**config.mk**
```make
export PLATFORM = sky130hd
export DESIGN_NAME = vector_angle_degrees_flat
export DESIGN_NICKNAME = d
export VERILOG_FILES = /design/src/vad_pkg.sv /design/src/vad_coord_if.sv /design/src/vad_angle_if.sv /design/src/vad_fold.sv /design/src/vad_div_step.sv /design/src/vad_arctan.sv /design/src/vad_unfold.sv /design/src/vector_angle_degrees.sv /design/src/flat_wrapper.sv
export SDC_FILE = /design/constraint.sdc
export NUM_CORES = 2
export LEC_CHECK = 0
export BUFFER_PORTS_ARGS = -buffer_cell sky130_fd_sc_hd__buf_2
export CORE_ASPECT_RATIO = 1.2
export CORE_MARGIN = 3
export CORE_UTILIZATION = 45
export CTS_CLUSTER_DIAMETER = 30
export DETAILED_ROUTE_END_ITERATION = 7
export GPL_TIMING_DRIVEN = 0
export PLACE_DENSITY = 0.6
export SLEW_MARGIN = 20
export SYNTH_ARGS = -nofsm -noshare
export SYNTH_HDL_FRONTEND = slang
export SYNTH_SLANG_ARGS = --single-unit
```
**constraint.sdc**
```tcl
create_clock -name clk -period 17 [get_ports clk]
set_input_delay 0.85 -clock clk [delete_from_list [all_inputs] [get_ports clk]]
set_output_delay 0.85 -clock clk [all_outputs]
set_load 0.005 [all_outputs]
```
**src/vad_pkg.sv**
```systemverilog
// Shared constants and types for the vector angle pipeline.
package vad_pkg;

	localparam int COORD_WIDTH = 16;              // usable coordinate width, 2..21
	localparam int IN_W        = 16;              // width of the coordinate fields
	localparam int MAG_W       = COORD_WIDTH;     // magnitude incl. most negative value
	localparam int FRAC_BITS   = 10;
	localparam int Q_W         = FRAC_BITS + 1;   // ratio 0..1024
	localparam int DIV_STAGES  = Q_W;             // one quotient bit per stage
	localparam int ARC_BASE    = 45 * 1024;
	localparam int ARC_SLOPE   = 16026;
	localparam int K_W         = 15;              // (ARC_SLOPE * r) >> FRAC_BITS
	localparam int P1_W        = K_W + FRAC_BITS;
	localparam int SUM_W       = 16;              // ARC_BASE + ARC_SLOPE - k
	localparam int P2_W        = Q_W + SUM_W;
	localparam int DEG_W       = P2_W - 2 * FRAC_BITS;
	localparam int ANG_W       = 9;
	localparam int ACC_W       = 10;              // signed unfold range -90..270
	localparam int RIGHT_ANGLE = 90;
	localparam int HALF_TURN   = 180;
	localparam int FULL_TURN   = 360;
	localparam int R_MAX       = 1 << FRAC_BITS;

	typedef logic signed [IN_W-1:0] coord_t;
	typedef logic [MAG_W-1:0]       mag_t;
	typedef logic [MAG_W:0]         rem_t;
	typedef logic [Q_W-1:0]         quo_t;
	typedef logic [DEG_W-1:0]       deg_t;
	typedef logic [ANG_W-1:0]       angle_t;

	// octant and quadrant flags carried down the pipe
	typedef struct packed {
		logic sx;
		logic sy;
		logic steep;
		logic zero;
	} oct_t;

	typedef struct packed {
		oct_t oct;
		rem_t rem;
		mag_t divisor;
		quo_t quo;
	} divst_t;

	typedef struct packed {
		oct_t oct;
		deg_t deg;
	} arcst_t;

endpackage

```
**src/vad_coord_if.sv**
```systemverilog
// Input channel: one coordinate pair per request.
interface vad_coord_if;
	import vad_pkg::*;

	logic   valid;
	logic   ready;
	coord_t x_coord;
	coord_t y_coord;

	modport source (output valid, output x_coord, output y_coord, input ready);
	modport sink   (input valid, input x_coord, input y_coord, output ready);
endinterface

```
**src/vad_angle_if.sv**
```systemverilog
// Output channel: one angle per request.
interface vad_angle_if;
	import vad_pkg::*;

	logic   valid;
	logic   ready;
	angle_t angle_degrees;

	modport source (output valid, output angle_degrees, input ready);
	modport sink   (input valid, input angle_degrees, output ready);
endinterface

```
**src/vad_fold.sv**
```systemverilog
// Front stage: width reduction, absolute values and octant fold.
module vad_fold (
	input  logic            clk,
	input  logic            arst_n,
	input  logic            in_valid,
	output logic            in_ready,
	input  vad_pkg::coord_t x_coord,
	input  vad_pkg::coord_t y_coord,
	output logic            out_valid,
	input  logic            out_ready,
	output vad_pkg::divst_t out_data
);
	import vad_pkg::*;

	logic signed [COORD_WIDTH-1:0] xc;
	logic signed [COORD_WIDTH-1:0] yc;
	mag_t   mx;
	mag_t   my;
	divst_t nxt;
	logic   vld_s1;
	divst_t dat_s1;

	// size cast sign-extends or keeps the low bits
	assign xc = COORD_WIDTH'(x_coord);
	assign yc = COORD_WIDTH'(y_coord);
	// most negative value comes out as 2^(W-1) read unsigned
	assign mx = xc[COORD_WIDTH-1] ? mag_t'(-xc) : mag_t'(xc);
	assign my = yc[COORD_WIDTH-1] ? mag_t'(-yc) : mag_t'(yc);

	always_comb begin
		nxt.oct.sx    = xc[COORD_WIDTH-1];
		nxt.oct.sy    = yc[COORD_WIDTH-1];
		nxt.oct.steep = my > mx;
		nxt.oct.zero  = (mx == '0) && (my == '0);
		nxt.divisor   = (my > mx) ? my : mx;
		nxt.rem       = {1'b0, ((my > mx) ? mx : my)};
		nxt.quo       = '0;
	end

	assign in_ready = !vld_s1 || out_ready;

	always_ff @(posedge clk or negedge arst_n) begin
		if (!arst_n) begin
			vld_s1 <= 1'b0;
		end else if (in_ready) begin
			vld_s1 <= in_valid;
		end
	end

	always_ff @(posedge clk) begin
		if (in_valid && in_ready) begin
			dat_s1 <= nxt;
		end
	end

	assign out_valid = vld_s1;
	assign out_data  = dat_s1;
endmodule

```
**src/vad_div_step.sv**
```systemverilog
// One restoring division step: settles one quotient bit.
module vad_div_step (
	input  logic            clk,
	input  logic            arst_n,
	input  logic            in_valid,
	output logic            in_ready,
	input  vad_pkg::divst_t in_data,
	output logic            out_valid,
	input  logic            out_ready,
	output vad_pkg::divst_t out_data
);
	import vad_pkg::*;

	logic   ge;
	rem_t   diff;
	divst_t nxt;
	logic   vld_s1;
	divst_t dat_s1;

	assign ge   = in_data.rem >= {1'b0, in_data.divisor};
	assign diff = ge ? (in_data.rem - {1'b0, in_data.divisor}) : in_data.rem;

	always_comb begin
		nxt       = in_data;
		// remainder is below the divisor here, so the shift cannot lose a bit
		nxt.rem   = {diff[MAG_W-1:0], 1'b0};
		nxt.quo   = {in_data.quo[Q_W-2:0], ge};
	end

	assign in_ready = !vld_s1 || out_ready;

	always_ff @(posedge clk or negedge arst_n) begin
		if (!arst_n) begin
			vld_s1 <= 1'b0;
		end else if (in_ready) begin
			vld_s1 <= in_valid;
		end
	end

	always_ff @(posedge clk) begin
		if (in_valid && in_ready) begin
			dat_s1 <= nxt;
		end
	end

	assign out_valid = vld_s1;
	assign out_data  = dat_s1;
endmodule

```
**src/vad_arctan.sv**
```systemverilog
// Polynomial arctangent of the octant ratio, two multiplier stages.
module vad_arctan (
	input  logic            clk,
	input  logic            arst_n,
	input  logic            in_valid,
	output logic            in_ready,
	input  vad_pkg::divst_t in_data,
	output logic            out_valid,
	input  logic            out_ready,
	output vad_pkg::arcst_t out_data
);
	import vad_pkg::*;

	logic [P1_W-1:0]  prod1;
	logic [SUM_W-1:0] sum;
	logic [P2_W-1:0]  prod2;
	logic             ready_s2;

	logic             vld_s1;
	oct_t             oct_s1;
	quo_t             r_s1;
	logic [K_W-1:0]   k_s1;

	logic             vld_s2;
	arcst_t           dat_s2;

	// stage 1: k = (slope * r) >> 10
	assign prod1 = P1_W'(ARC_SLOPE) * P1_W'(in_data.quo);

	// stage 2: r * (base + slope - k) in 1/1024^2 degrees
	assign sum   = SUM_W'(ARC_BASE + ARC_SLOPE) - SUM_W'(k_s1);
	assign prod2 = P2_W'(r_s1) * P2_W'(sum);

	assign ready_s2 = !vld_s2 || out_ready;
	assign in_ready = !vld_s1 || ready_s2;

	always_ff @(posedge clk or negedge arst_n) begin
		if (!arst_n) begin
			vld_s1 <= 1'b0;
			vld_s2 <= 1'b0;
		end else begin
			if (in_ready) begin
				vld_s1 <= in_valid;
			end
			if (ready_s2) begin
				vld_s2 <= vld_s1;
			end
		end
	end

	always_ff @(posedge clk) begin
		if (in_valid && in_ready) begin
			oct_s1 <= in_data.oct;
			r_s1   <= in_data.quo;
			k_s1   <= prod1[P1_W-1:FRAC_BITS];
		end
		if (vld_s1 && ready_s2) begin
			dat_s2.oct <= oct_s1;
			dat_s2.deg <= prod2[P2_W-1:2*FRAC_BITS];
		end
	end

	assign out_valid = vld_s2;
	assign out_data  = dat_s2;
endmodule

```
**src/vad_unfold.sv**
```systemverilog
// Output stage: octant and quadrant unfold, wrap to 0..359.
module vad_unfold (
	input  logic            clk,
	input  logic            arst_n,
	input  logic            in_valid,
	output logic            in_ready,
	input  vad_pkg::arcst_t in_data,
	output logic            out_valid,
	input  logic            out_ready,
	output vad_pkg::angle_t angle_degrees
);
	import vad_pkg::*;

	logic signed [ACC_W-1:0] a_oct;
	logic signed [ACC_W-1:0] a_y;
	logic signed [ACC_W-1:0] a_x;
	angle_t                  nxt;
	logic                    vld_s1;
	angle_t                  ang_s1;

	always_comb begin
		a_oct = in_data.oct.steep ? (ACC_W'(RIGHT_ANGLE) - ACC_W'(in_data.deg))
		                          : ACC_W'(in_data.deg);
		a_y   = in_data.oct.sy ? -a_oct : a_oct;
		a_x   = in_data.oct.sx ? (ACC_W'(HALF_TURN) - a_y) : a_y;
		if (in_data.oct.zero) begin
			nxt = '0;
		end else if (a_x < 0) begin
			nxt = ANG_W'(a_x + ACC_W'(FULL_TURN));
		end else begin
			nxt = ANG_W'(a_x);
		end
	end

	assign in_ready = !vld_s1 || out_ready;

	always_ff @(posedge clk or negedge arst_n) begin
		if (!arst_n) begin
			vld_s1 <= 1'b0;
		end else if (in_ready) begin
			vld_s1 <= in_valid;
		end
	end

	always_ff @(posedge clk) begin
		if (in_valid && in_ready) begin
			ang_s1 <= nxt;
		end
	end

	assign out_valid     = vld_s1;
	assign angle_degrees = ang_s1;
endmodule

```
**src/vector_angle_degrees.sv**
```systemverilog
// Top level: vector angle in whole degrees, fully pipelined.
//
//   channel  dir  payload                      transfer
//   coord    in   x_coord[15:0], y_coord[15:0]  valid && ready
//   angle    out  angle_degrees[8:0]            valid && ready
//
// One request per cycle sustained while the angle channel accepts; the stages in order
// are fold, divider, arctangent and unfold. The divider settles one quotient bit per stage.
// Reset clears only the stage valid bits. Every stage holds when its
// successor is full and stalled, so bubbles are squeezed out and an output
// stall backs up one stage at a time.
module vector_angle_degrees (
	input logic        clk,
	input logic        arst_n,
	vad_coord_if.sink  coord,
	vad_angle_if.source angle
);
	import vad_pkg::*;

	logic   div_v [0:DIV_STAGES];
	logic   div_r [0:DIV_STAGES];
	divst_t div_d [0:DIV_STAGES];
	logic   arc_v;
	logic   arc_r;
	arcst_t arc_d;

	vad_fold u_fold (
		.clk       (clk),
		.arst_n    (arst_n),
		.in_valid  (coord.valid),
		.in_ready  (coord.ready),
		.x_coord   (coord.x_coord),
		.y_coord   (coord.y_coord),
		.out_valid (div_v[0]),
		.out_ready (div_r[0]),
		.out_data  (div_d[0])
	);

	for (genvar i = 0; i < DIV_STAGES; i++) begin : g_div
		vad_div_step u_step (
			.clk       (clk),
			.arst_n    (arst_n),
			.in_valid  (div_v[i]),
			.in_ready  (div_r[i]),
			.in_data   (div_d[i]),
			.out_valid (div_v[i+1]),
			.out_ready (div_r[i+1]),
			.out_data  (div_d[i+1])
		);
	end

	vad_arctan u_arctan (
		.clk       (clk),
		.arst_n    (arst_n),
		.in_valid  (div_v[DIV_STAGES]),
		.in_ready  (div_r[DIV_STAGES]),
		.in_data   (div_d[DIV_STAGES]),
		.out_valid (arc_v),
		.out_ready (arc_r),
		.out_data  (arc_d)
	);

	vad_unfold u_unfold (
		.clk           (clk),
		.arst_n        (arst_n),
		.in_valid      (arc_v),
		.in_ready      (arc_r),
		.in_data       (arc_d),
		.out_valid     (angle.valid),
		.out_ready     (angle.ready),
		.angle_degrees (angle.angle_degrees)
	);

`ifndef SYNTHESIS
	a_angle_range: assert property (@(posedge clk) disable iff (!arst_n)
		angle.valid |-> angle.angle_degrees < ANG_W'(FULL_TURN))
		else $error("angle out of range");

	a_ratio_bound: assert property (@(posedge clk) disable iff (!arst_n)
		div_v[DIV_STAGES] && !div_d[DIV_STAGES].oct.zero
			|-> div_d[DIV_STAGES].quo <= Q_W'(R_MAX))
		else $error("octant ratio above one");

	a_front_free: assert property (@(posedge clk) disable iff (!arst_n)
		!div_v[0] |-> coord.ready)
		else $error("input blocked with empty front stage");

	a_stall_hold: assert property (@(posedge clk) disable iff (!arst_n)
		arc_v && !arc_r |=> arc_v && $stable(arc_d))
		else $error("arctangent stage lost data in a stall");
`endif
endmodule

```
**src/flat_wrapper.sv**
```systemverilog
// flat-port wrapper written by rule: the top's interface ports become plain ports
module vector_angle_degrees_flat import vad_pkg::*;
  (clk, arst_n, coord_valid, coord_x_coord, coord_y_coord, coord_ready, angle_valid, angle_angle_degrees, angle_ready);
  vad_coord_if coord_i ();
  vad_angle_if angle_i ();
  input logic clk;
  input logic arst_n;
  input wire logic [$bits(coord_i.valid)-1:0] coord_valid;
  input wire logic [$bits(coord_i.x_coord)-1:0] coord_x_coord;
  input wire logic [$bits(coord_i.y_coord)-1:0] coord_y_coord;
  output wire logic [$bits(coord_i.ready)-1:0] coord_ready;
  output wire logic [$bits(angle_i.valid)-1:0] angle_valid;
  output wire logic [$bits(angle_i.angle_degrees)-1:0] angle_angle_degrees;
  input wire logic [$bits(angle_i.ready)-1:0] angle_ready;
  assign coord_i.valid = coord_valid;
  assign coord_i.x_coord = coord_x_coord;
  assign coord_i.y_coord = coord_y_coord;
  assign coord_ready = coord_i.ready;
  assign angle_valid = angle_i.valid;
  assign angle_angle_degrees = angle_i.angle_degrees;
  assign angle_i.ready = angle_ready;
  vector_angle_degrees u_core (.clk(clk), .arst_n(arst_n), .coord(coord_i), .angle(angle_i));
endmodule
```
==> flow_metrics.tcl <==
set metrics [dict create \
    die_x_um 264 \
    finClkSkew_ns 0.0252 \
    gp_congestion 0.906 \
    clock_path_buffers 3 \
    instances_no_fill 4430 \
    grt_usage_pct 17.9 \
    hold_violations 0 \
    yosysWarningCount 0 \
    drt_iter0_drc 903 \
    drtPass1Iterations 5 \
    dp_hpwl_mm 59.1 \
    clockRootBuffer "clkbuf_16" \
    io_pins 47 \
    antennaDiodeCount 0 \
    worstHoldPathType "in -> async" \
    crit_top_cell "fa_1" \
    h-tree-depth 3 \
    clock_sinks 531 \
    relSlewSlack_pct 44.7 \
    min_period_ns 8.64 \
    worstSkewPairLatency_ns 0.64 \
    drc 0 \
    layout.nets 3863 \
    via_per_inst 5.25 \
    worst_path_max_delay_cell "a211oi_1" \
    status "complete, no violations" \
    cts_made_buffers 99 \
    clkTransAtPathRegs_ns 0.06 \
    grt_pass1_vias 25238 \
    cts_resized 0 \
    synth_area_leaders "edfxtp_1 43%, ha_1 12%, fa_1 10%" \
    synth_top_area_share_pct 43.0 \
    place_inst 4247 \
    wire_per_inst_um 16.6 \
    antenna_found_initial 0 \
    tightest_slew_ns 0.830 \
    grt_overflow 0 \
    setup_viol 0 \
    synth_seq_area_share_pct 44.1 \
    wl_mm 73.7 \
    core-area_mm2 0.0792 \
    synth-edff-count 516 \
    port-buffer-count 46 \
    synthesis.nets 3704 \
    cp_max_fo 10 \
    die_y_um 316 \
    endpoint_kind "flip-flop" \
    areaGrowthSynthToFinish_pct 14.6 \
    synthesis.area_mm2 0.0360 \
    avgSynthCellArea_um2 11.4 \
    initial_utilization_pct 45.5 \
    row_count 113 \
    grt_start_max_net_pins 35 \
    maxCapViolCount 0 \
    grt_pass1_wl_mm 122 \
    startpoint "u_core.u_arctan.k_s1[0]" \
    reg2reg_depth 29 \
    crit_type "reg -> reg" \
    crit_arrival_ns 9.02 \
    ant_nets 0 \
    start_kind "flip-flop" \
    synthArstFlopShare_pct 2.82 \
    slowest_delay_ns 0.57 \
    synthDistinctLibCells 77 \
    period_share_pct 50.8 \
    ys_ff_latch 531 \
    reg2reg_to "u_core.u_arctan.out_data[6]" \
    r2r_start "u_core.u_arctan.k_s1[0]" \
    endpoint "u_core.u_arctan.out_data[6]" \
    drive_gt1_share_pct 11.2 \
    syn_inst 3154 \
    fmax_mhz 116 \
    setup_tns_ns 0 \
    required_ns 17.38 \
    slew_viol_final 0 \
    dieArea_mm2 0.0834 \
    rsz0062_at_grt "no" \
    synth-main-ff-cell "edfxtp_1" \
    reg2reg_slack_ns 8.36 \
    cts_tree "yes" \
    synth_top_cell_by_area "edfxtp_1" \
    dr_total_vias 23261 \
    place_ws_ns 8.28 \
    post_cts_buffers 0 \
    ctsHoldBuffers 0 \
    setup_ws_ns 8.36 \
    whs_ns 0.115 \
]
==> registers in the layout, indices dropped and copies added (netlist names) <==
| signal | cells |
|---|---|
| u_core.u_unfold.out_valid | 1 |
| u_core.u_arctan.oct_s1 | 4 |
| u_core.g_div.u_step.out_valid | 11 |
| u_core.u_arctan.vld_s1 | 1 |
| u_core.u_arctan.out_valid | 1 |
| u_core.u_arctan.r_s1 | 11 |
| u_core.u_arctan.k_s1 | 15 |
| u_core.u_arctan.out_data | 11 |
| u_core.g_div.u_step.out_data | 430 |
| u_core.u_unfold.angle_degrees | 9 |
| u_core.u_fold.out_data | 36 |
| u_core.u_fold.out_valid | 1 |
==> stage by stage <==
stage               util, %  instance area [µm²]
floorplan                 -                36000
global placement       47.4                37500
detailed placement     47.8                37900
CTS                    52.1                41300
global route           52.1                41300
finish                 52.1                41300
==> critical path: cells and delay by family, from the launching register on <==
family	cells	cell delay (ns)
compound gates	10	3.17
xor+xnor	2	0.32
flops	1	0.42
fa+ha+maj	7	3.08
buf+inv	5	0.57
simple gates	5	0.83
==> worst min-delay path by stage <==
stage                                                       to                           startpoint  cells past startpoint  slack (ns)
final                         u_core.g_div[0].u_step.out_valid                               arst_n                      1        0.12
after global routing         u_core.g_div[10].u_step.out_valid                               arst_n                      1        0.11
after CTS                     u_core.g_div[6].u_step.out_valid                               arst_n                      1        0.07
after detailed placement  u_core.g_div[10].u_step.out_data[10]   u_core.g_div[9].u_step.out_data[9]                      0        0.40
after global placement     u_core.g_div[9].u_step.out_data[45]  u_core.g_div[8].u_step.out_data[45]                      0        0.40
after floorplan            u_core.g_div[0].u_step.out_data[44]           u_core.u_fold.out_data[44]                      0        0.40
==> layout make-up <==
cell class | count | area (µm²)
Fill cell | 6912 | 37900
Multi-Input combinational cell | 2100 | 18200
Sequential cell | 531 | 15900
Clock buffer | 114 | 2530
Inverter | 473 | 1780
Tap cell | 1035 | 1290
Clock inverter | 69 | 883
Timing Repair Buffer | 58 | 493
Buffer | 50 | 203
==> cell usage after synthesis, types with 26 or more instances <==
cell type	instances
a211oi_1	27
and2_1	118
o21ai_0	102
nand2_1	157
o21a_1	33
edfxtp_1	516
nor2_1	167
a21boi_0	26
nor3_1	54
nand2b_1	39
clkbuf_1	38
xnor2_1	95
nand3_1	31
nor2b_1	70
a21oi_1	151
inv_1	473
mux2_2	106
ha_1	331
nand4_1	34
xor2_1	79
mux2i_1	49
fa_1	183
a21o_1	43
==> metal layers <==
metal,vias up,GRT usage [%],routed length [µm],part of all wire (%)
li1,11351,-,-,-
met1,11301,17.9,26900,37
met2,407,35.9,41400,56
met3,202,2.48,2110,2.9
met4,0,8.76,3220,4.4
met5,-,0,0,0
==> cell families after synthesis <==
logic type / synth area share (%)
fa+ha+maj: 21.7
mux: 4.68
flops: 44.1
xor+xnor: 4.30
simple gates: 10.9
compound gates: 8.84
buf+inv: 5.49
==> placed cells by master (no fill, tap or decap), drive strengths merged, types with 106 or more instances in the layout <==
master,n
inv,496
nor2,167
nand2,157
mux2,106
fa,183
clkbuf,152
a21oi,153
and2,118
edfxtp,516
ha,331
Power is left out: the tool's default activity adds up to more than one toggle a clock period on the data nets, which glitch-free logic cannot reach.
